--- src/sv/kfd_pkg.sv ---
`timescale 1ns / 1ps

package kfd_pkg;

    localparam int BUFFER_SIZE = 256;
    localparam int IDX_W       = $clog2(BUFFER_SIZE + 1);

    localparam logic [7:0] KISS_FEND  = 8'hC0;
    localparam logic [7:0] KISS_FESC  = 8'hDB;
    localparam logic [7:0] KISS_TFEND = 8'hDC;
    localparam logic [7:0] KISS_TFESC = 8'hDD;
    localparam logic [7:0] KISS_CMD_DATA = 8'h00;

    typedef enum logic [1:0] {
        ST_HUNT   = 2'd0,
        ST_CMD    = 2'd1,
        ST_DATA   = 2'd2,
        ST_ESCAPE = 2'd3
    } parse_state_t;

    typedef struct packed {
        logic       store_valid;
        logic [7:0] store_byte;
        logic [7:0] store_index;
        logic       frame_ready;
        logic       frame_aborted;
        logic [8:0] frame_length;
    } result_t;

endpackage

--- src/sv/kfd_byte_if.sv ---
`timescale 1ns / 1ps

interface kfd_byte_if;
    logic       valid;
    logic       ready;
    logic [7:0] rx_byte;

    modport source (output valid, output rx_byte, input ready);
    modport sink (input valid, input rx_byte, output ready);
endinterface

--- src/sv/kfd_result_if.sv ---
`timescale 1ns / 1ps

interface kfd_result_if;
    logic       valid;
    logic       ready;
    logic       store_valid;
    logic [7:0] store_byte;
    logic [7:0] store_index;
    logic       frame_ready;
    logic       frame_aborted;
    logic [8:0] frame_length;

    modport source (
        output valid, output store_valid, output store_byte, output store_index,
        output frame_ready, output frame_aborted, output frame_length,
        input ready
    );
    modport sink (
        input valid, input store_valid, input store_byte, input store_index,
        input frame_ready, input frame_aborted, input frame_length,
        output ready
    );
endinterface

--- src/sv/kiss_frame_deframer.sv ---
`timescale 1ns / 1ps
// A byte accepted into the input register is parsed by the FSM, and its result is
// captured in the result register, which drives the result port.
// Throughput: one byte per cycle while result.ready is high; the input and result
// registers each take a new transaction whenever the stage behind them moves on.
// Reset (rst_n low, asynchronous): the parser hunts for FEND, the write index
// and held length are zero, the address field is expected, and both stages are empty.

module kiss_frame_deframer (
    input  logic         clk,
    input  logic         rst_n,
    kfd_byte_if.sink     rx,
    kfd_result_if.source result
);

    logic             byte_valid;
    logic [7:0]       byte_data;
    logic             byte_take;
    kfd_pkg::result_t res;

    kfd_in_stage u_in_stage (
        .clk        (clk),
        .rst_n      (rst_n),
        .rx         (rx),
        .byte_valid (byte_valid),
        .byte_data  (byte_data),
        .byte_take  (byte_take)
    );

    kfd_fsm u_fsm (
        .clk       (clk),
        .rst_n     (rst_n),
        .step      (byte_take),
        .byte_data (byte_data),
        .res       (res)
    );

    kfd_out_stage u_out_stage (
        .clk       (clk),
        .rst_n     (rst_n),
        .res_valid (byte_valid),
        .res       (res),
        .res_take  (byte_take),
        .result    (result)
    );

endmodule

--- src/sv/kfd_in_stage.sv ---
`timescale 1ns / 1ps

module kfd_in_stage (
    input  logic        clk,
    input  logic        rst_n,
    kfd_byte_if.sink    rx,
    output logic        byte_valid,
    output logic [7:0]  byte_data,
    input  logic        byte_take
);

    logic       valid_reg;
    logic       valid_next;
    logic [7:0] data_reg;

    assign rx.ready   = !valid_reg || byte_take;
    assign valid_next = rx.valid || (valid_reg && !byte_take);

    always_ff @(posedge clk or negedge rst_n)
    begin
        if (!rst_n)
        begin
            valid_reg <= 1'b0;
        end
        else
        begin
            valid_reg <= valid_next;
        end
    end

    always_ff @(posedge clk)
    begin
        if (rx.valid && rx.ready)
        begin
            data_reg <= rx.rx_byte;
        end
    end

    assign byte_valid = valid_reg;
    assign byte_data  = data_reg;

endmodule

--- src/sv/kfd_fsm.sv ---
`timescale 1ns / 1ps

module kfd_fsm (
    input  logic              clk,
    input  logic              rst_n,
    input  logic              step,
    input  logic [7:0]        byte_data,
    output kfd_pkg::result_t  res
);

    kfd_pkg::parse_state_t     state_reg;
    kfd_pkg::parse_state_t     state_next;
    logic [kfd_pkg::IDX_W-1:0] index_reg;
    logic [kfd_pkg::IDX_W-1:0] index_next;
    logic                      addr_mode_reg;
    logic                      addr_mode_next;
    logic [8:0]                held_reg;
    logic [8:0]                held_next;
    logic                      do_put;
    logic [7:0]                put_byte;

    always_ff @(posedge clk or negedge rst_n)
    begin
        if (!rst_n)
        begin
            state_reg     <= kfd_pkg::ST_HUNT;
            index_reg     <= '0;
            addr_mode_reg <= 1'b1;
            held_reg      <= '0;
        end
        else if (step)
        begin
            state_reg     <= state_next;
            index_reg     <= index_next;
            addr_mode_reg <= addr_mode_next;
            held_reg      <= held_next;
        end
    end

    always_comb
    begin
        state_next     = state_reg;
        index_next     = index_reg;
        addr_mode_next = addr_mode_reg;
        held_next      = held_reg;
        do_put         = 1'b0;
        put_byte       = byte_data;
        res            = '0;

        case (state_reg)
            kfd_pkg::ST_HUNT:
            begin
                if (byte_data == kfd_pkg::KISS_FEND)
                begin
                    state_next = kfd_pkg::ST_CMD;
                end
            end
            kfd_pkg::ST_CMD:
            begin
                held_next = '0;
                if (byte_data != kfd_pkg::KISS_FEND)
                begin
                    state_next = (byte_data == kfd_pkg::KISS_CMD_DATA) ?
                                 kfd_pkg::ST_DATA : kfd_pkg::ST_HUNT;
                end
            end
            kfd_pkg::ST_DATA:
            begin
                if (byte_data == kfd_pkg::KISS_FESC)
                begin
                    state_next = kfd_pkg::ST_ESCAPE;
                end
                else if (byte_data == kfd_pkg::KISS_FEND)
                begin
                    addr_mode_next  = 1'b1;
                    held_next       = 9'({1'b0, index_reg} + 1'b1);
                    index_next      = '0;
                    res.frame_ready = 1'b1;
                    state_next      = kfd_pkg::ST_CMD;
                end
                else
                begin
                    do_put = 1'b1;
                end
            end
            kfd_pkg::ST_ESCAPE:
            begin
                if (byte_data == kfd_pkg::KISS_TFEND)
                begin
                    do_put     = 1'b1;
                    put_byte   = kfd_pkg::KISS_FEND;
                    state_next = kfd_pkg::ST_DATA;
                end
                else if (byte_data == kfd_pkg::KISS_TFESC)
                begin
                    do_put     = 1'b1;
                    put_byte   = kfd_pkg::KISS_FESC;
                    state_next = kfd_pkg::ST_DATA;
                end
                else
                begin
                    index_next        = '0;
                    res.frame_aborted = 1'b1;
                    state_next        = kfd_pkg::ST_HUNT;
                end
            end
            default:
            begin
                state_next = kfd_pkg::ST_HUNT;
            end
        endcase

        // A byte that arrives with the buffer full is dropped silently.
        if (do_put && (index_reg < kfd_pkg::IDX_W'(kfd_pkg::BUFFER_SIZE)))
        begin
            res.store_valid = 1'b1;
            res.store_index = 8'(index_reg);
            index_next      = index_reg + 1'b1;
            if (addr_mode_reg)
            begin
                addr_mode_next = !put_byte[0];
                res.store_byte = put_byte >> 1;
            end
            else
            begin
                res.store_byte = put_byte;
            end
        end

        res.frame_length = held_next;
    end

    assert property (@(posedge clk) disable iff (!rst_n)
        index_reg <= kfd_pkg::IDX_W'(kfd_pkg::BUFFER_SIZE))
        else $error("write index ran past the buffer size");

    assert property (@(posedge clk) disable iff (!rst_n)
        step && res.frame_ready |=> index_reg == '0 && addr_mode_reg
                                    && state_reg == kfd_pkg::ST_CMD)
        else $error("closing FEND did not restart the frame");

    assert property (@(posedge clk) disable iff (!rst_n)
        step && res.frame_aborted |=> index_reg == '0 && state_reg == kfd_pkg::ST_HUNT)
        else $error("abort did not return to hunting");

    assert property (@(posedge clk) disable iff (!rst_n)
        $countones({res.store_valid, res.frame_ready, res.frame_aborted}) <= 1)
        else $error("more than one event reported for one byte");

    assert property (@(posedge clk) disable iff (!rst_n)
        step && res.store_valid |=> index_reg == $past(index_reg) + 1'b1)
        else $error("stored byte did not advance the write index");

endmodule

--- src/sv/kfd_out_stage.sv ---
`timescale 1ns / 1ps

module kfd_out_stage (
    input  logic              clk,
    input  logic              rst_n,
    input  logic              res_valid,
    input  kfd_pkg::result_t  res,
    output logic              res_take,
    kfd_result_if.source      result
);

    logic             valid_reg;
    logic             valid_next;
    kfd_pkg::result_t res_reg;

    assign res_take   = res_valid && (!valid_reg || result.ready);
    assign valid_next = res_take || (valid_reg && !result.ready);

    always_ff @(posedge clk or negedge rst_n)
    begin
        if (!rst_n)
        begin
            valid_reg <= 1'b0;
        end
        else
        begin
            valid_reg <= valid_next;
        end
    end

    always_ff @(posedge clk)
    begin
        if (res_take)
        begin
            res_reg <= res;
        end
    end

    assign result.valid         = valid_reg;
    assign result.store_valid   = res_reg.store_valid;
    assign result.store_byte    = res_reg.store_byte;
    assign result.store_index   = res_reg.store_index;
    assign result.frame_ready   = res_reg.frame_ready;
    assign result.frame_aborted = res_reg.frame_aborted;
    assign result.frame_length  = res_reg.frame_length;

endmodule

--- src/flat_wrapper.sv ---
// flat-port wrapper written by rule: the top's interface ports become plain ports
module kiss_frame_deframer_flat 
  (clk, rst_n, rx_valid, rx_rx_byte, rx_ready, result_valid, result_store_valid, result_store_byte, result_store_index, result_frame_ready, result_frame_aborted, result_frame_length, result_ready);
  kfd_byte_if rx_i ();
  kfd_result_if result_i ();
  input  logic clk;
  input  logic rst_n;
  input wire logic [$bits(rx_i.valid)-1:0] rx_valid;
  input wire logic [$bits(rx_i.rx_byte)-1:0] rx_rx_byte;
  output wire logic [$bits(rx_i.ready)-1:0] rx_ready;
  output wire logic [$bits(result_i.valid)-1:0] result_valid;
  output wire logic [$bits(result_i.store_valid)-1:0] result_store_valid;
  output wire logic [$bits(result_i.store_byte)-1:0] result_store_byte;
  output wire logic [$bits(result_i.store_index)-1:0] result_store_index;
  output wire logic [$bits(result_i.frame_ready)-1:0] result_frame_ready;
  output wire logic [$bits(result_i.frame_aborted)-1:0] result_frame_aborted;
  output wire logic [$bits(result_i.frame_length)-1:0] result_frame_length;
  input wire logic [$bits(result_i.ready)-1:0] result_ready;
  assign rx_i.valid = rx_valid;
  assign rx_i.rx_byte = rx_rx_byte;
  assign rx_ready = rx_i.ready;
  assign result_valid = result_i.valid;
  assign result_store_valid = result_i.store_valid;
  assign result_store_byte = result_i.store_byte;
  assign result_store_index = result_i.store_index;
  assign result_frame_ready = result_i.frame_ready;
  assign result_frame_aborted = result_i.frame_aborted;
  assign result_frame_length = result_i.frame_length;
  assign result_i.ready = result_ready;
  kiss_frame_deframer u_core (.clk(clk), .rst_n(rst_n), .rx(rx_i), .result(result_i));
endmodule
--- config.mk ---
export PLATFORM = sky130hd
export DESIGN_NAME = kiss_frame_deframer_flat
export DESIGN_NICKNAME = d
export VERILOG_FILES = /design/src/sv/kfd_pkg.sv /design/src/sv/kfd_byte_if.sv /design/src/sv/kfd_result_if.sv /design/src/sv/kiss_frame_deframer.sv /design/src/sv/kfd_in_stage.sv /design/src/sv/kfd_fsm.sv /design/src/sv/kfd_out_stage.sv /design/src/flat_wrapper.sv
export SDC_FILE = /design/constraint.sdc
export NUM_CORES = 1
export LEC_CHECK = 0
export BUFFER_PORTS_ARGS = -buffer_cell sky130_fd_sc_hd__buf_2
export CAP_MARGIN = 15
export CORE_MARGIN = 2
export CORE_UTILIZATION = 50
export CTS_BUF_LIST = sky130_fd_sc_hd__clkbuf_4 sky130_fd_sc_hd__clkbuf_8
export DETAILED_ROUTE_END_ITERATION = 8
export PLACE_DENSITY = 0.71
export REMOVE_ABC_BUFFERS = 1
export SYNTH_ARGS = -nofsm -noshare
export SYNTH_HDL_FRONTEND = slang
export SYNTH_HIERARCHICAL = 1
export SYNTH_SLANG_ARGS = --single-unit
--- constraint.sdc ---
create_clock -name clk -period 6.5 [get_ports clk]
set_input_delay 0.975 -clock clk [delete_from_list [all_inputs] [get_ports clk]]
set_output_delay 0.975 -clock clk [all_outputs]
set_load 0.005 [all_outputs]
==> results_dict.tcl, run 1 <==
set metrics [dict create \
    synth_top_area_frac 0.3820 \
    grt_pass1_wl_um 8742 \
    io_pins 42 \
    grt_max_degree 28 \
    min_to "u_core/u_out_stage/result.valid$_DFF_PN0_" \
    cp.arrival_ns 2.28 \
    max_slew_margin 0.4602 \
    fin_util 0.5967 \
    pwr-share-seq 0.462 \
    rrSetupSlack_ns 3.82 \
    cts_root_buffer "clkbuf_8" \
    run_status "finished, final reports clean" \
    dpl_worst_slack_ns 3.232 \
    reg2reg_to "u_core/u_out_stage/result.store_index[7]$_DFFE_PP_" \
    synth-xor-area-share 0.01857 \
    p_leak_nw 1.360 \
    post_cts_buffers 0 \
    async_flop_share 0.3898 \
    endpoint_kind "output port" \
    clkSinkCount 59 \
    yosys.area.top_type "edfxtp_1" \
    p_int_mw 0.8106 \
    ys_top_cells_by_area "edfxtp_1, dfrtp_1, a22o_1, o21ai_0, nand2_1" \
    finalMaxSlewViolations 0 \
    postLayoutSetupSlackWorst_ns 3.240 \
    yosys_warnings 6 \
    wl_per_cell_um 14.67 \
    design_area_mm2 0.003266 \
    ant_nets 0 \
    grt_pass1_vias 1755 \
    start_util 0.5171 \
    min_from "u_core/u_out_stage/result.valid$_DFF_PN0_" \
    antenna_found_initial 0 \
    dp_hpwl_um 3535 \
    ctsResizeCount 0 \
    clk_latency_ns 0.34 \
    rows 27 \
    cts_buffers 9 \
    setup_tns_ns 0 \
    cts_hold_buf 0 \
    ys_seq_area_frac 0.5858 \
    dieArea_mm2 0.006278 \
    hold_viol 0 \
    crit_slowest_cell "and2_1" \
    path_class "input port to output port" \
    antennaDiodeCount 0 \
    crit_path_start_kind "input port" \
    rr_worst_depth 6 \
    crit_chain "buf_2 -> nand2b_1 -> and2_1 -> buf_4 -> nand2b_4 -> buf_2" \
    postPlaceCellArea_mm2 0.003090 \
    fin_crit_sh 0.5015 \
    synth_fa_ha_area_frac 0.02210 \
    syn_avg_cell_area_um2 11.94 \
    cp_max_fo 27 \
    drv_cap 0 \
    core-area_mm2 0.005473 \
    power_frac_comb 0.295 \
    die_y_um 79.24 \
    rr_startpoint "u_core/u_in_stage/byte_data[2]$_DFFE_PP_" \
    tritoncts "built" \
    fin_nets 299 \
    vdd_drop_max_mv 0.2337 \
    hold_path.class "register to register" \
    crit_required_ns 5.52 \
    min_period_ns 3.260 \
    vias 2022 \
    synth_edf_count 36 \
    power_density_mw_per_mm2 367.3 \
    drt_iter0_drc 180 \
    avgViaCountPerCell 5.632 \
    crit_family "simple AND/OR/NAND/NOR gates" \
    cp.buffers_inverters 3 \
    crit_top_cell "buf_2" \
    clk_pin_slew_ns 0.06 \
    htreeDepth 3 \
    dr.pass1.iters 6 \
    synth_top_family_by_area "simple AND/OR/NAND/NOR gates" \
    port-buffer-count 41 \
    finalPower_mw 1.199 \
    p_sw_frac 0.3242 \
    synth_compound_gate_area_share 0.1600 \
    synth.mux.area_fraction 0.02210 \
    rsz0062_at_grt "false" \
    synthDistinctLibCells 52 \
    netlist_area_mm2 0.002830 \
    globalRouteOverflowTotal 0 \
    finalWirelength_um 5266 \
    area_growth_syn_to_layout_pct 15.38 \
    fmax_mhz 306.8 \
    synth-simple-area-share 0.1631 \
    setup_viol 0 \
    whs_path_depth 2 \
    synth_flop_cell "edfxtp_1" \
    synthCells 237 \
    p_clk_frac 0.243 \
    postSynthRegisterBits 59 \
    drc 0 \
    p_sw_mw 0.3888 \
    die_x_um 79.24 \
    final_layout_size_suffix_gt1_frac 0.2369 \
    slowest_delay_ns 0.43 \
    place_congestion 0.8507 \
    worst_slew_pin_slew_ns 0.8097 \
    cts.path.max_buffers 2 \
    clock_skew_ns 0.01008 \
    grtUsageTotal 0.1863 \
]
==> layer usage <==
metal	up-vias	track usage	wire length (um)
li1	976	-	-
met3	13	0.03523	322
met4	0	0.1086	133
met1	947	0.2752	2465
met5	-	0	0
met2	86	0.2551	2345
==> cells in the mapped netlist (2+ instances only) <==
| master | number |
|---|---|
| and4_1 | 2 |
| o22a_1 | 2 |
| nor2_1 | 12 |
| inv_1 | 9 |
| ha_1 | 5 |
| a22o_1 | 16 |
| xnor2_1 | 3 |
| nand4_1 | 2 |
| nand2_1 | 19 |
| a21o_1 | 2 |
| xor2_1 | 3 |
| and2_1 | 10 |
| nor2b_1 | 2 |
| edfxtp_1 | 36 |
| nor3_1 | 3 |
| o2bb2ai_1 | 3 |
| clkbuf_1 | 5 |
| nand3_1 | 11 |
| o221ai_1 | 2 |
| a21oi_1 | 4 |
| mux2i_1 | 4 |
| mux2_2 | 2 |
| dfrtp_1 | 22 |
| a221o_1 | 2 |
| o21ai_0 | 19 |
| and3_1 | 2 |
| nor3b_1 | 3 |
| nand2b_1 | 7 |
| o211ai_1 | 2 |
==> stage by stage <==
step	hold slack, ns	std cells
global route	0.5630	359
floorplan	0.4946	229
detailed placement	0.4924	343
global placement	0.4974	343
CTS	0.5168	359
finish	0.5159	359
==> layout make-up <==
class                      count  area, um^2
fill                         472        2207
sequential                    59        1658
multi-input combinational    160        1092
timing repair buffer          42       212.7
clock buffer                  13       160.2
tap                           72       90.09
inverter                      10       37.54
clock inverter                 3       15.01
==> cell usage in the layout, fill, tap and decap left out, types with 3 or more instances in the layout <==
cell / count
buf_2: 41
edfxtp_1: 36
dfrtp_1: 22
nand2_1: 19
o21ai_0: 19
a22o_1: 16
nor2_1: 12
nand3_1: 11
clkbuf_8: 10
and2_1: 10
inv_1: 9
nand2b_1: 7
ha_1: 5
mux2i_1: 4
a21oi_1: 4
clkinv_2: 3
clkbuf_4: 3
nor3b_1: 3
nor3_1: 3
xnor2_1: 3
xor2_1: 3
o2bb2ai_1: 3
==> worst min-delay path: cells and delay by family (launching register included) <==
kind | cells | cell delay (ns)
flip-flops | 1 | 0.35
AND/OR/NAND/NOR | 2 | 0.14
==> power by group through the flow <==
stage | clock network (mW) | logic (mW) | registers [mW]
3_5_place_dp | 0 | 0.353 | 0.561
3_3_place_gp | 0 | 0.347 | 0.558
6_report | 0.291 | 0.353 | 0.555
5_1_grt | 0.316 | 0.404 | 0.566
4_1_cts | 0.299 | 0.356 | 0.554
2_1_floorplan | 0 | 0.240 | 0.556
==> cells by family (layout without fill, tap and decap cells) <==
| logic type | count (synthesis) | in the layout |
|---|---|---|
| adder cells (fa/ha/maj) | 5 | 5 |
| AND/OR/NAND/NOR | 82 | 82 |
| multiplexers | 6 | 6 |
| AO/OA/AOI/OAI | 61 | 61 |
| XOR/XNOR | 6 | 6 |
| flip-flops | 59 | 59 |
| buffers and inverters | 18 | 68 |
==> worst max path at each step <==
stage,start,end,slack (ns),cells after the start
2_1_floorplan,result_ready,rx_ready,3.32,3
3_3_place_gp,result_ready,rx_ready,3.26,6
3_5_place_dp,result_ready,rx_ready,3.23,6
4_1_cts,result_ready,rx_ready,3.23,6
5_1_grt,result_ready,rx_ready,3.12,6
6_report,result_ready,rx_ready,3.24,6
No activity file was read; power rests on OpenSTA's default activity.
==> run 2, diff against run 1 <==
--- a/config.mk
+++ b/config.mk
@@ -5,6 +5,7 @@
 export SDC_FILE = /design/constraint.sdc
 export NUM_CORES = 1
 export LEC_CHECK = 0
+export ABC_AREA = 1
 export BUFFER_PORTS_ARGS = -buffer_cell sky130_fd_sc_hd__buf_2
 export CAP_MARGIN = 15
 export CORE_MARGIN = 2
==> constraint.sdc (replaced) <==
create_clock -name clk -period 3 [get_ports clk]
set_input_delay 0.45 -clock clk [delete_from_list [all_inputs] [get_ports clk]]
set_output_delay 0.45 -clock clk [all_outputs]
set_load 0.005 [all_outputs]
==> results_dict.tcl, run 2 <==
set metrics [dict create \
    fmax_mhz 551.5 \
    finalWirelength_um 5088 \
    yosysMostFrequentCell "nand2_1" \
    final_common_cell "nand2_1" \
    ant_nets 0 \
    mostFrequentLayoutCells "nand2_1, buf_2, inv_1" \
    rrSetupSlack_ns 1.19 \
    ctsResizeCount 0 \
    clock_skew_ns 0.006244 \
    antenna_found_initial 0 \
    wl_per_cell_um 11.54 \
    crit_required_ns 3.22 \
    ys_top_cells_by_count "nand2_1, inv_1, edfxtp_1" \
    finalPower_mw 2.424 \
    clkSinkCount 59 \
    cts.path.max_buffers 2 \
    drc 0 \
    globalRouteOverflowTotal 0 \
    start_util 0.5118 \
    htreeDepth 3 \
    drt_iter0_drc 135 \
    cts_root_buffer "clkbuf_8" \
    grtUsageTotal 0.1761 \
    vias 2130 \
    min_period_ns 1.813 \
    grt_pass1_wl_um 8652 \
    ys_seq_area_frac 0.5537 \
    postSynthRegisterBits 59 \
    num-fill-cells 505 \
    syn_avg_cell_area_um2 9.505 \
    drv_cap 0 \
    endpoint_kind "register" \
    cts_hold_buf 0 \
    max_slew_margin 0.4882 \
    hold_viol 0 \
    synth_edf_count 36 \
    port-buffer-count 41 \
    rows 28 \
    regArea_mm2 0.001658 \
    async_flop_share 0.3898 \
    p_leak_nw 1.631 \
    cp.arrival_ns 2.04 \
    die_y_um 81.39 \
    area_growth_syn_to_layout_pct 14.33 \
    power_density_mw_per_mm2 708.0 \
    crit_start "u_core/u_fsm/state_reg[0]$_DFFE_PN0P_" \
    grt_pass1_vias 1924 \
    dieArea_mm2 0.006624 \
    cp_max_fo 10 \
    netlist_area_mm2 0.002994 \
    fin_nets 378 \
    crit_path_start_kind "register" \
    post_cts_buffers 0 \
    ys_top_cells_by_area "edfxtp_1, dfrtp_1, nand2_1, inv_1, nor2_4" \
    core-area_mm2 0.005851 \
    rr_startpoint "u_core/u_fsm/state_reg[0]$_DFFE_PN0P_" \
    clk_pin_slew_ns 0.06 \
    hold_path.class "input port to async pin" \
    place_congestion 0.8657 \
    rsz0062_at_grt "false" \
    clk_latency_ns 0.33 \
    grt_max_degree 51 \
    dr.pass1.iters 5 \
    path_class "register to register" \
    final_layout_size_suffix_gt1_frac 0.2568 \
    synth_top_area_frac 0.3611 \
    synth_flop_cell "edfxtp_1" \
    setup_viol 0 \
    finalMaxSlewViolations 0 \
    avgViaCountPerCell 4.830 \
    io_pins 42 \
    multi_input_area_mm2 0.001132 \
    antennaDiodeCount 0 \
    worst_slew_pin_slew_ns 0.7676 \
    cts_buffers 9 \
    vdd_drop_max_mv 0.3835 \
    tritoncts "built" \
    fin_crit_sh 0.6044 \
    dp_hpwl_um 3614 \
    die_x_um 81.39 \
    run_status "finished, final reports clean" \
    setup_tns_ns 0 \
    synthDistinctLibCells 30 \
    yosys.area.top_type "edfxtp_1" \
    synthCells 315 \
    yosys_warnings 6 \
]
run 2: changes by cell type in the layout (fill, tap and decap cells not counted), moves of 7 or more:
cell	previous run	this run
nand2b_1	7	0
a22o_1	16	0
inv_1	9	38
nand2_1	19	86
and2_1	10	3
nor2_1	12	21
nand4_1	2	11
o21ai_0	19	10
nand3_1	11	20
nor2_4	0	11
run 2: cell families after synthesis:
kind of cell / synth area share
flops: 0.5537
fa+ha+maj: 0.02089
xor+xnor: 0.008777
buf+inv: 0.07062
simple gates: 0.3051
compound gates: 0.04095
run 2: worst paths after layout:
kind,endpoint,cells after the start
worst max-delay path,u_core/u_fsm/index_reg[6]$_DFFE_PN0P_,7
worst min-delay path,u_core/u_fsm/index_reg[7]$_DFFE_PN0P_,1
worst max register to register,u_core/u_fsm/index_reg[6]$_DFFE_PN0P_,7
worst min register to register,u_core/u_fsm/held_reg[4]$_DFFE_PN0P_,2
max in group asynchronous,u_core/u_fsm/addr_mode_reg$_DFFE_PN1P_,1
min in group clk,u_core/u_in_stage/byte_data[6]$_DFFE_PP_,1
run 2: per-stage QoR:
stage	worst slack [ns]	hold slack (ns)	std cells	util	instance area [um^2]
2_1_floorplan	-0.07698	0.1544	308	-	2940
3_3_place_gp	1.245	0.4552	425	0.5562	3254
3_5_place_dp	1.181	0.4602	425	0.5562	3254
4_1_cts	1.183	0.09234	441	0.5851	3423
5_1_grt	1.007	0.1118	441	0.5851	3423
6_report	1.187	0.08876	441	0.5851	3423
run 2: cell type report:
class / instances / share of cell area
repair buffers: 42 / 0.06213
flip-flops and latches: 59 / 0.4843
well taps: 75 / 0.02741
clock buffers: 13 / 0.04496
inverters: 42 / 0.04605
multi-input cells: 207 / 0.3308
clock inverters: 3 / 0.004386
run 2: layer usage:
layer	wire length [um]	part of all wire	track usage
met1	2313	0.45	0.2353
met2	2320	0.46	0.2656
met3	362	0.071	0.05333
met4	91	0.018	0.07627
met5	0	0	0
run 2: report_power, final:
part,switching [mW],internal (mW)
Combinational,0.456,0.237
Clock,0.280,0.332
Sequential,0.0791,1.04
Total,0.816,1.61
run 2: worst max-delay path, stage by stage, from the launching register on:
cell	delay [ns]
dfrtp_1	0.40
inv_1	0.11
ha_1	0.35
inv_1	0.14
a21oi_1	0.27
nand3_2	0.22
nand3_1	0.15
nand2_1	0.06
